===== src/rtl/core/rrip_bloom_replacement_assert.svh =====
// Assertion macros shared by the replacement policy RTL.
// Each macro expands to one labelled concurrent assertion on a clock with a
// synchronous active-low reset.
`ifndef RRIP_BLOOM_REPLACEMENT_ASSERT_SVH
`define RRIP_BLOOM_REPLACEMENT_ASSERT_SVH

// Same-cycle implication.
`define RRIP_ASSERT_IMP(lbl, clk, rstn, pre, post, msg) \
    lbl: assert property (@(posedge clk) disable iff (!rstn) (pre) |-> (post)) \
        else $error(msg);

// Next-cycle implication.
`define RRIP_ASSERT_NXT(lbl, clk, rstn, pre, post, msg) \
    lbl: assert property (@(posedge clk) disable iff (!rstn) (pre) |=> (post)) \
        else $error(msg);

`endif


===== src/rtl/core/rrip_ram.sv =====
// ----------------------------------------------------------------------------
// rrip_ram
// Generic single-write, single-read RAM with registered read data.
// ----------------------------------------------------------------------------
module rrip_ram #(
    parameter int WIDTH = 8,
    parameter int DEPTH = 2,
    localparam int AW   = (DEPTH > 1) ? $clog2(DEPTH) : 1
) (
    input  logic             aclk,
    input  logic             wr_en,
    input  logic [AW-1:0]    wr_addr,
    input  logic [WIDTH-1:0] wr_data,
    input  logic             rd_en,
    input  logic [AW-1:0]    rd_addr,
    output logic [WIDTH-1:0] rd_data
);

    logic [WIDTH-1:0] mem_reg [DEPTH];
    logic [WIDTH-1:0] rd_data_reg;

    always_ff @(posedge aclk) begin
        if (wr_en) begin
            mem_reg[wr_addr] <= wr_data;
        end
        if (rd_en) begin
            rd_data_reg <= mem_reg[rd_addr];
        end
    end

    assign rd_data = rd_data_reg;

endmodule


===== config.mk =====
export PLATFORM = sky130hd
export DESIGN_NAME = rrip_ram
export DESIGN_NICKNAME = d
export VERILOG_FILES = /design/src/rtl/core/rrip_bloom_replacement_assert.svh /design/src/rtl/core/rrip_ram.sv
export SDC_FILE = /design/constraint.sdc
export NUM_CORES = 1
export LEC_CHECK = 0
export BUFFER_PORTS_ARGS = -buffer_cell sky130_fd_sc_hd__buf_2
export CAP_MARGIN = 15
export CELL_PAD_IN_SITES_DETAIL_PLACEMENT = 2
export CELL_PAD_IN_SITES_GLOBAL_PLACEMENT = 2
export CORE_MARGIN = 10
export CORE_UTILIZATION = 40
export CTS_CLUSTER_SIZE = 10
export DETAILED_ROUTE_END_ITERATION = 7
export HOLD_SLACK_MARGIN = 0.02
export PLACE_DENSITY = 0.85
export SKIP_LAST_GASP = 1
export SYNTH_ARGS = -nofsm -noshare
export SYNTH_HDL_FRONTEND = slang
export SYNTH_SLANG_ARGS = --single-unit

===== constraint.sdc =====
create_clock -name aclk -period 1.85 [get_ports aclk]
set_input_delay 0.0925 -clock aclk [delete_from_list [all_inputs] [get_ports aclk]]
set_output_delay 0.0925 -clock aclk [all_outputs]
set_load 0.05 [all_outputs]

==> run metrics <==
number of buffers and inverters on the critical path=1; clock period minus worst slack=0.985 ns; kind of end point of the critical path=output pin; starting DRC count in detailed routing=6; post-CTS clock slew at the launch and capture registers of the worst setup and hold paths=0.12 ns; synthesized net count=48; placer congestion estimate=approximately 0.7; routed vias=407; Crit-path slowest cell=sky130_fd_sc_hd__edfxtp_1; CTS H-Tree Depth=1; number of inserted diodes=0; part of the cycle the worst path needs=53.3%; cell at the root of the clock tree=sky130_fd_sc_hd__clkbuf_4; CTS Sinks=24; total wire length after detailed routing=1430 um; area leader, netlist=sky130_fd_sc_hd__edfxtp_1; Post-Route Setup TNS=0 ns; largest stage delay on the critical path=roughly 0.34 ns; power density over the cells=just over 900 nW/um^2; total iterations of the first detailed-routing run=4; maxcap violations=0; mean area per synthesized cell=~25 um^2; share of async-settable or async-resettable flops after synthesis=0%; hold crit path type=input pin to flop; total of endpoints with negative setup slack in the final report=0; post-layout net count=80; critical-path maximum fanout=1; Via-to-Cell Ratio=between 4 and 5; placed cell area=roughly 990 um^2; die extent in x=66.5 um; Core Box Area=roughly 2000 um^2; number of enable-type register cells in the synthesized netlist=24; Pleak=between 0.4 and 0.5 nW; final-report hold violation count=0; run status=complete, no violations; Ys Warns=0; count of cell types in the netlist=5; DRC violation count after routing=0; number of instances resized during post-cts repair=0; CTS Buf Count=3; remaining antenna violation count=0; area of the die=4420 um^2; number of buffers inserted by port buffering=20; ratio of cells with drive above 1 in the final layout=47.0%; arrival time of data at the critical path endpoint=0.89 ns; clock latency on the worst-skew pair=approximately 0.3 ns; cell types occupying the most area after synthesis=sky130_fd_sc_hd__edfxtp_1 (83%), sky130_fd_sc_hd__mux2_4 (14%), sky130_fd_sc_hd__buf_6 (1.3%); area overhead of the layout relative to synthesis=26.5%; synth cell count leaders=sky130_fd_sc_hd__edfxtp_1 (24), sky130_fd_sc_hd__mux2_4 (8), sky130_fd_sc_hd__and2_1 (1), sky130_fd_sc_hd__buf_6 (1), sky130_fd_sc_hd__nor2b_1 (1); number of flip-flops and latches in the synthesized netlist=24; critical path's top delay family=flip-flops; synthesized instance count=35; pins over their slew limit=0; initial standard-cell utilization of the core=43.2%; clock tree from TritonCTS=built; synthesized cell area=around 860 um^2; worst slew pin tran=~0.68 ns; Startpoint Class=flop; die boundary height=66.5 um; most frequently used flop master after synthesis=sky130_fd_sc_hd__edfxtp_1; unrepaired setup endpoints after global routing=no; row cnt=16; start-to-end type of the worst setup path=flop to output pin; Layout Skew=0.00535 ns; fraction of synthesized cell area taken by the top area cell type=a little over four fifths; Tot GR Track Use=a little over 7%; initial antenna violation count=0; top-count cell post-synth=sky130_fd_sc_hd__edfxtp_1; upper clock frequency limit=approximately 1000 MHz; WL/cell=about 15 um; critical path, cell by cell=buf_2; number of global-route vias before repair=between 400 and 500; total overflow reported by the global router=0; number of placed I/O pins=21; register area share after synthesis=roughly 83%; global-route wire length before repair=around 2400 um; clk buf depth=2; Max rail drop VDD=0.486 mV; data required time of the critical path=approximately 1.8 ns; normalized max-slew margin=about 55%; largest net degree at the start of global routing=14; summed area of non-filler cells in the final layout=between 1000 and 1500 um^2; max FFs per register=16
-- cell usage in the layout, fill, tap and decap left out, drive strengths merged --
cell type	synthesis	final
edfxtp	24	24
buf	1	20
mux2	8	8
dlygate4sd3	0	8
clkbuf	0	3
nor2b	1	1
and2	1	1
clkinv	0	1
-- final timing paths --
| kind | start | slack (ns) | end | depth (start not counted) |
|---|---|---|---|---|
| max | rd_data[7]$_DFFE_PP_ | 0.86 | rd_data[7] | 1 |
| max reg2reg | mem_reg[0][2]$_DFFE_PP_ | 0.93 | rd_data[2]$_DFFE_PP_ | 1 |
| min | rd_en | 0.12 | rd_data[3]$_DFFE_PP_ | 1 |
| min reg2reg | mem_reg[0][5]$_DFFE_PP_ | 0.56 | rd_data[5]$_DFFE_PP_ | 1 |
-- routing by layer --
metal	vias up	GRT usage, %	share of wire, %
li1	198	-	-
met2	13	11.5	48
met3	0	3.51	8.4
met5	-	0	0
met1	196	8.06	43
met4	0	3.14	0
-- timing repair --
action                                 CTS  global route
endpoints found under the hold margin   16             0
setup buffers                            0             0
hold buffers                             8             0
-- where the power goes --
part / total, mW / internal (mW) / switching (mW)
sequential: 0.652 / 0.642 / 0.0101
clock: 0.213 / 0.0785 / 0.134
combinational: 0.128 / 0.0525 / 0.0759
-- per-stage QoR --
step	util (%)	cells	power [mW]	hold WS (ns)	worst slack, ns
floorplan	-	35	0.745	0.191	0.964
global placement	49.3	81	0.777	0.284	0.790
detailed placement	49.3	81	0.782	0.284	0.718
CTS	54.6	93	1.01	0.112	0.844
global route	54.6	93	1.04	0.116	0.795
finish	54.6	93	0.993	0.116	0.865
-- layout make-up --
| cell class | instances | area (um^2) |
|---|---|---|
| fillers | 184 | 908 |
| multi-input cells | 10 | 133 |
| well taps | 27 | 33.8 |
| clock inverters | 1 | 3.75 |
| flip-flops and latches | 24 | 721 |
| clock buffers | 3 | 22.5 |
| repair buffers | 28 | 180 |
-- cells by family after synthesis --
kind of cell	Yosys count	share of synthesized area, %
AND/OR/NAND/NOR	2	1.45
buffers and inverters	1	1.30
multiplexers	8	13.9
flip-flops	24	83.4
Power figures use the tool's default switching activity.
