[config.mk]
export PLATFORM = sky130hd
export DESIGN_NAME = rrip_cdiv
export DESIGN_NICKNAME = d
export VERILOG_FILES = /design/src/rtl/core/rrip_pkg.sv /design/src/rtl/core/rrip_cdiv.sv
export VERILOG_INCLUDE_DIRS = /design/src /design/src/rtl/core
export SDC_FILE = /design/constraint.sdc
export NUM_CORES = 1
export LEC_CHECK = 0
export ABC_AREA = 1
export BUFFER_PORTS_ARGS = -buffer_cell sky130_fd_sc_hd__clkbuf_2
export CORE_AREA = 2 2 178 180
export DETAILED_ROUTE_END_ITERATION = 16
export DIE_AREA = 0 0 180 182
export MAX_ROUTING_LAYER = met4
export PLACE_DENSITY = 0.6
export SETUP_SLACK_MARGIN = 0.4
export SLEW_MARGIN = 20
export SYNTH_ARGS = -nofsm -noshare
export SYNTH_HDL_FRONTEND = slang
export SYNTH_SLANG_ARGS = --single-unit
[constraint.sdc]
create_clock -name aclk -period 15.24 [get_ports aclk]
set_clock_uncertainty 0.15 [all_clocks]
set_input_delay 2.286 -clock aclk [delete_from_list [all_inputs] [get_ports aclk]]
set_output_delay 2.286 -clock aclk [all_outputs]
set_load 0.02 [all_outputs]
[src/rtl/core/rrip_bloom_replacement_assert.svh]
// Assertion macros shared by the replacement policy RTL.
// Each macro expands to one labelled concurrent assertion on a clock with a
// synchronous active-low reset.
`ifndef RRIP_BLOOM_REPLACEMENT_ASSERT_SVH
`define RRIP_BLOOM_REPLACEMENT_ASSERT_SVH

// Same-cycle implication.
`define RRIP_ASSERT_IMP(lbl, clk, rstn, pre, post, msg) \
    lbl: assert property (@(posedge clk) disable iff (!rstn) (pre) |-> (post)) \
        else $error(msg);

// Next-cycle implication.
`define RRIP_ASSERT_NXT(lbl, clk, rstn, pre, post, msg) \
    lbl: assert property (@(posedge clk) disable iff (!rstn) (pre) |=> (post)) \
        else $error(msg);

`endif

[src/rtl/core/rrip_pkg.sv]
// ----------------------------------------------------------------------------
// rrip_pkg
// Shared constants, divider request/response types and register indexes for
// the RRIP replacement policy with per-set Bloom filter protection.
// ----------------------------------------------------------------------------
package rrip_pkg;

    // Default geometry
    localparam int NUM_SETS_DEF    = 2048;
    localparam int NUM_WAYS_DEF    = 16;
    localparam int BLOOM_WIDTH_DEF = 64;

    // Field widths
    localparam int ADDR_W      = 64;
    localparam int SET_IDX_W   = 11;
    localparam int WAY_IDX_W   = 4;
    localparam int TAG_W       = 16;
    localparam int TAG_LSB     = 12;
    localparam int RRPV_W      = 2;
    localparam int COUNT_W     = 16;
    localparam int CFG_INDEX_W = 2;
    localparam int CFG_DATA_W  = 16;

    // RRPV values
    localparam logic [RRPV_W-1:0] RRPV_MAX = 2'd3;
    localparam logic [RRPV_W-1:0] RRPV_MID = 2'd2;
    localparam logic [RRPV_W-1:0] RRPV_LOW = 2'd1;
    localparam logic [RRPV_W-1:0] RRPV_HIT = 2'd0;

    // Register reset values and indexes
    localparam logic [RRPV_W-1:0]     INSERT_RRPV_RST = 2'd2;
    localparam logic [COUNT_W-1:0]    CLEAR_MASK_RST  = 16'h1FFF;
    localparam logic [CFG_INDEX_W-1:0] REG_INSERT_RRPV = 2'd0;
    localparam logic [CFG_INDEX_W-1:0] REG_CLEAR_MASK  = 2'd1;

    // Opcodes
    localparam logic OP_VICTIM = 1'b0;
    localparam logic OP_UPDATE = 1'b1;

    // Second hash divisor
    localparam int HASH_DIV = 17;

    // Constant divider: q = (x * floor(2^SHIFT / d)) >> SHIFT, then one fix-up
    localparam int DIV_X_W   = 16;
    localparam int DIV_D_W   = 17;
    localparam int DIV_R_W   = 17;
    localparam int DIV_SHIFT = 16;
    localparam int DIV_ONE   = 1 << DIV_SHIFT;
    localparam int DIV_P_W   = DIV_X_W + DIV_R_W;

    typedef enum logic [1:0] {
        DIV_SET   = 2'd0,
        DIV_HASH  = 2'd1,
        DIV_BLOOM = 2'd2
    } div_sel_t;

    typedef struct packed {
        logic               start;
        div_sel_t           sel;
        logic [DIV_X_W-1:0] x;
    } div_req_t;

    typedef struct packed {
        logic               done;
        logic [DIV_X_W-1:0] q;
        logic [DIV_D_W-1:0] r;
    } div_rsp_t;

endpackage

[src/rtl/core/rrip_cdiv.sv]
// ----------------------------------------------------------------------------
// rrip_cdiv
// Shared divider by one of three constants (set count, hash divisor,
// filter width): reciprocal multiply, back-multiply, one fix-up.
// ----------------------------------------------------------------------------
`include "rrip_bloom_replacement_assert.svh"

module rrip_cdiv #(
    parameter int NUM_SETS    = rrip_pkg::NUM_SETS_DEF,
    parameter int BLOOM_WIDTH = rrip_pkg::BLOOM_WIDTH_DEF
) (
    input  logic               aclk,
    input  logic               aresetn,
    input  rrip_pkg::div_req_t req,
    output rrip_pkg::div_rsp_t rsp
);

    localparam int XW = rrip_pkg::DIV_X_W;
    localparam int DW = rrip_pkg::DIV_D_W;
    localparam int RW = rrip_pkg::DIV_R_W;
    localparam int PW = rrip_pkg::DIV_P_W;

    localparam logic [RW-1:0] RECIP_SET   = RW'(rrip_pkg::DIV_ONE / NUM_SETS);
    localparam logic [RW-1:0] RECIP_HASH  = RW'(rrip_pkg::DIV_ONE / rrip_pkg::HASH_DIV);
    localparam logic [RW-1:0] RECIP_BLOOM = RW'(rrip_pkg::DIV_ONE / BLOOM_WIDTH);
    localparam logic [DW-1:0] DIVR_SET    = DW'(NUM_SETS);
    localparam logic [DW-1:0] DIVR_HASH   = DW'(rrip_pkg::HASH_DIV);
    localparam logic [DW-1:0] DIVR_BLOOM  = DW'(BLOOM_WIDTH);

    logic [RW-1:0] recip_sel;
    logic [DW-1:0] divr_sel;

    logic          v1_reg;
    logic [PW-1:0] prod_reg;
    logic [XW-1:0] x1_reg;
    logic [DW-1:0] d1_reg;

    logic          v2_reg;
    logic [XW-1:0] q2_reg;
    logic [DW:0]   r2_reg;
    logic [DW-1:0] d2_reg;

    logic          v3_reg;
    logic [XW-1:0] q3_reg;
    logic [DW-1:0] r3_reg;

    logic [XW-1:0]    q_est;
    logic [XW+DW-1:0] qd;
    logic [XW+DW-1:0] rem_full;

    always_comb begin
        unique case (req.sel)
            rrip_pkg::DIV_SET: begin
                recip_sel = RECIP_SET;
                divr_sel  = DIVR_SET;
            end
            rrip_pkg::DIV_HASH: begin
                recip_sel = RECIP_HASH;
                divr_sel  = DIVR_HASH;
            end
            rrip_pkg::DIV_BLOOM: begin
                recip_sel = RECIP_BLOOM;
                divr_sel  = DIVR_BLOOM;
            end
            default: begin
                recip_sel = RECIP_BLOOM;
                divr_sel  = DIVR_BLOOM;
            end
        endcase
    end

    // Estimate is exact or one short
    assign q_est    = prod_reg[rrip_pkg::DIV_SHIFT +: XW];
    assign qd       = q_est * d1_reg;
    assign rem_full = {DW'(0), x1_reg} - qd;

    always_ff @(posedge aclk) begin
        if (!aresetn) begin
            v1_reg <= 1'b0;
            v2_reg <= 1'b0;
            v3_reg <= 1'b0;
        end else begin
            v1_reg <= req.start;
            v2_reg <= v1_reg;
            v3_reg <= v2_reg;
        end
    end

    always_ff @(posedge aclk) begin
        prod_reg <= req.x * recip_sel;
        x1_reg   <= req.x;
        d1_reg   <= divr_sel;
        q2_reg   <= q_est;
        r2_reg   <= rem_full[DW:0];
        d2_reg   <= d1_reg;
        if (r2_reg >= {1'b0, d2_reg}) begin
            q3_reg <= q2_reg + 1'b1;
            r3_reg <= DW'(r2_reg - {1'b0, d2_reg});
        end else begin
            q3_reg <= q2_reg;
            r3_reg <= r2_reg[DW-1:0];
        end
    end

    assign rsp = '{done: v3_reg, q: q3_reg, r: r3_reg};

    `RRIP_ASSERT_IMP(a_cdiv_rem_bound, aclk, aresetn, v2_reg, (r2_reg < {d2_reg, 1'b0}), "reciprocal estimate off by more than one")

endmodule

==> results.sh <==
export IMPL_status="finished, final reports clean"
export IMPL_power_internal_w=0.000957
export IMPL_start_kind="primary input"
export IMPL_vdd_drop_max_mv=0.0962
export IMPL_cts_root_buf="clkbuf_16"
export IMPL_largest_reg_flops=18
export IMPL_hold_start="prod_reg[23]"
export IMPL_antenna_found_initial=1
export IMPL_dr_pass1_iters=5
export IMPL_numCtsBuffers=9
export IMPL_seq_area_frac_synth_pct=18.2
export IMPL_synth_edf_count=0
export IMPL_port_buffers=51
export IMPL_synth_async_reset_ratio_pct=0
export IMPL_dp_cells=1842
export IMPL_r2r_start="d1_reg[4]"
export IMPL_drc=0
export IMPL_min_period_ns=7.72
export IMPL_worstPathRequired_ns=15.35
export IMPL_yosys_register_bits=97
export IMPL_worstSetupEndpointType="flop"
export IMPL_dp_hpwl_um=20900
export IMPL_wl_per_cell_um=12.9
export IMPL_multi_input_area_um2=7340
export IMPL_setup_viol=0
export IMPL_r2r_end="r2_reg[17]"
export IMPL_drtIter0Drc=452
export IMPL_grt_overflow=0
export IMPL_postRouteAntennaNets=0
export IMPL_hold_viol=0
export IMPL_crit_arrival_ns=7.83
export IMPL_min_path_type="reg -> reg"
export IMPL_max_slew_margin_pct=35.4
export IMPL_critPathLaunch="req[16]"
export IMPL_n_fill_cell=3203
export IMPL_synth_area_leaders="fa_1 20%, ha_1 20%, dfxtp_1 18%, inv_1 12%, nand2_1 10%"
export IMPL_die_h_um=182
export IMPL_yosysUniqueCellTypes=37
export IMPL_cts_resized=0
export IMPL_wl_um=23900
export IMPL_endpoint="prod_reg[26]"
export IMPL_drv_cap=0
export IMPL_period_share_pct=50.7
export IMPL_grt_pass1_wl_um=40400
export IMPL_post_cts_buffers=0
export IMPL_ys_flop_type="dfxtp_1"
export IMPL_ios=55
export IMPL_dieArea_um2=32800
export IMPL_final_util_pct=37.6
export IMPL_synth_area_per_cell_um2=7.61
export IMPL_powerDensity_nw_per_um2=165
export IMPL_p_comb_share_pct=65.2
export IMPL_p_leak_nw=6.44
export IMPL_cts_max_path_buffers=2
export IMPL_finalNonFillerCells=1859
export IMPL_reg2reg_depth=18
export IMPL_slew_violations=0
export IMPL_clkTransAtPathRegs_ns=0.08
export IMPL_ys_warn_count=0
export IMPL_path_max_fanout=20
export IMPL_track_usage_pct=15.7
export IMPL_start_util_pct=34.5
export IMPL_worst_slew_pin_slew_ns=0.966
export IMPL_num_vias=8404
export IMPL_synthCells=1403
export IMPL_h_tree_depth=3
export IMPL_seqCellArea_um2=1940
export IMPL_worstSetupPathType="in -> reg"
export IMPL_synth_top_area_share_pct=20.1
export IMPL_rsz0062_at_grt="no"
export IMPL_syn_area_um2=10700
export IMPL_vias_per_cell=4.52
export IMPL_yosys_area_top_type="fa_1"
export IMPL_fin_nets=1746
export IMPL_clock_sinks=97
export IMPL_placementRows=65
export IMPL_cts_tree="done"
export IMPL_core_area_um2=31000
export IMPL_finalSetupTns_ns=0
export IMPL_layout_drive_gt1_share_pct=5.84
export IMPL_switching_share_pct=50.4
export IMPL_rrSetupSlack_ns=10.89
export IMPL_p_seq_share_pct=22.8
export IMPL_fmax_mhz=130
export IMPL_area_growth_syn_to_layout_pct=9.22
export IMPL_gp_congestion=0.897
export IMPL_die_w_um=180
export IMPL_first_global_vias=8395
export IMPL_p_sw_w=0.000972
export IMPL_clockPowerShare_pct=12.0
export IMPL_cts_hold_buf=0
export IMPL_grt_start_max_net_pins=30
export IMPL_clock_latency_ns=0.36
==> cells in the final DEF (no fill, tap or decap), types with 4 or more instances in the layout <==
cell	synthesis	final
a21oi_1	54	54
clkbuf_16	0	9
clkbuf_2	0	51
dfxtp_1	97	97
fa_1	107	107
ha_1	167	167
inv_1	342	342
inv_2	5	5
nand2_1	296	296
nand3_1	45	45
nand4_1	20	20
nor2_1	121	121
nor2_2	6	5
nor3_1	17	17
o21ai_0	27	27
o21bai_1	8	8
or2_2	4	4
xnor2_1	18	18
xor2_1	28	28
==> cell families after synthesis <==
group	synth area share [%]
compound gates	5.05
xor+xnor	3.77
fa+ha+maj	39.6
buf+inv	13.2
flops	18.2
other cells	0.0351
simple gates	20.1
==> synth_stat cells (2+ instances only) <==
cell type    n
nand2_1    296
o21bai_1     8
o21ai_1      3
inv_2        5
fa_1       107
nor2_2       6
nor3_1      17
xor2_1      28
buf_4        5
buf_2        4
o21ai_0     27
nand3_1     45
dfxtp_1     97
ha_1       167
or2_1        3
or2_2        4
inv_1      342
a21oi_1     54
o21a_1       2
clkbuf_1     6
buf_6        2
nand4_1     20
a21o_1       2
nor2_1     121
xnor2_1     18
nand3b_1     3
==> metal layers <==
layer / wire, µm / vias up / global-route usage (%) / part of all wire [%]
li1: - / 4353 / - / -
met1: 11100 / 3832 / 19.5 / 46
met2: 11300 / 182 / 26.7 / 47
met3: 937 / 37 / 1.52 / 3.9
met4: 590 / 0 / 5.27 / 2.5
met5: 0 / - / - / 0
==> metrics by stage <==
stage | instance area [µm²] | hold slack, ns | worst slack [ns] | power (W)
after floorplan | 10700 | 0.201 | 7.61 | 0.00140
after global placement | 11300 | 0.242 | 7.32 | 0.00170
after detailed placement | 11300 | 0.239 | 7.17 | 0.00171
after CTS | 11700 | 0.241 | 7.53 | 0.00195
after global routing | 11700 | 0.246 | 7.09 | 0.00215
final | 11700 | 0.249 | 7.52 | 0.00193
==> final cells by class <==
type	instances	share of cell area (%)
diodes	1	0.0215
clock buffers	9	1.93
repair buffers	52	2.25
multi-input cells	943	62.9
inverters	348	11.2
flip-flops and latches	97	16.7
clock inverters	7	0.698
well taps	402	4.31
==> worst min path at each step <==
stage | depth (start not counted) | slack, ns | to
finish | 0 | 0.25 | q2_reg[7]
CTS | 0 | 0.24 | q2_reg[7]
global route | 0 | 0.25 | q2_reg[7]
global placement | 0 | 0.24 | q2_reg[11]
detailed placement | 0 | 0.24 | q2_reg[11]
floorplan | 0 | 0.20 | q2_reg[10]
==> power by group through the flow <==
stage / Clock, W / Combinational (W) / Sequential, W
after floorplan: 0 / 0.000930 / 0.000468
after global placement: 0 / 0.00125 / 0.000446
after detailed placement: 0 / 0.00126 / 0.000446
after CTS: 0.000237 / 0.00127 / 0.000440
after global routing: 0.000244 / 0.00145 / 0.000452
final: 0.000231 / 0.00126 / 0.000440
==> critical path, cell delays in order <==
cell and delay [ns]:
clkbuf_2 0.09, inv_1 0.03, nor2_1 0.17, inv_2 0.23, nor2_1 0.67, inv_1 0.15, fa_1 0.57, inv_1 0.05
fa_1 0.49, inv_1 0.06, fa_1 0.53, inv_1 0.05, fa_1 0.53, inv_1 0.05, fa_1 0.52, inv_1 0.04
ha_1 0.36, nand2_1 0.09, inv_1 0.10, nand2_1 0.11, nor4_1 0.29, nand3_1 0.18, nand4_1 0.11, nand2_1 0.06
No activity file was read; power rests on OpenSTA's default activity.
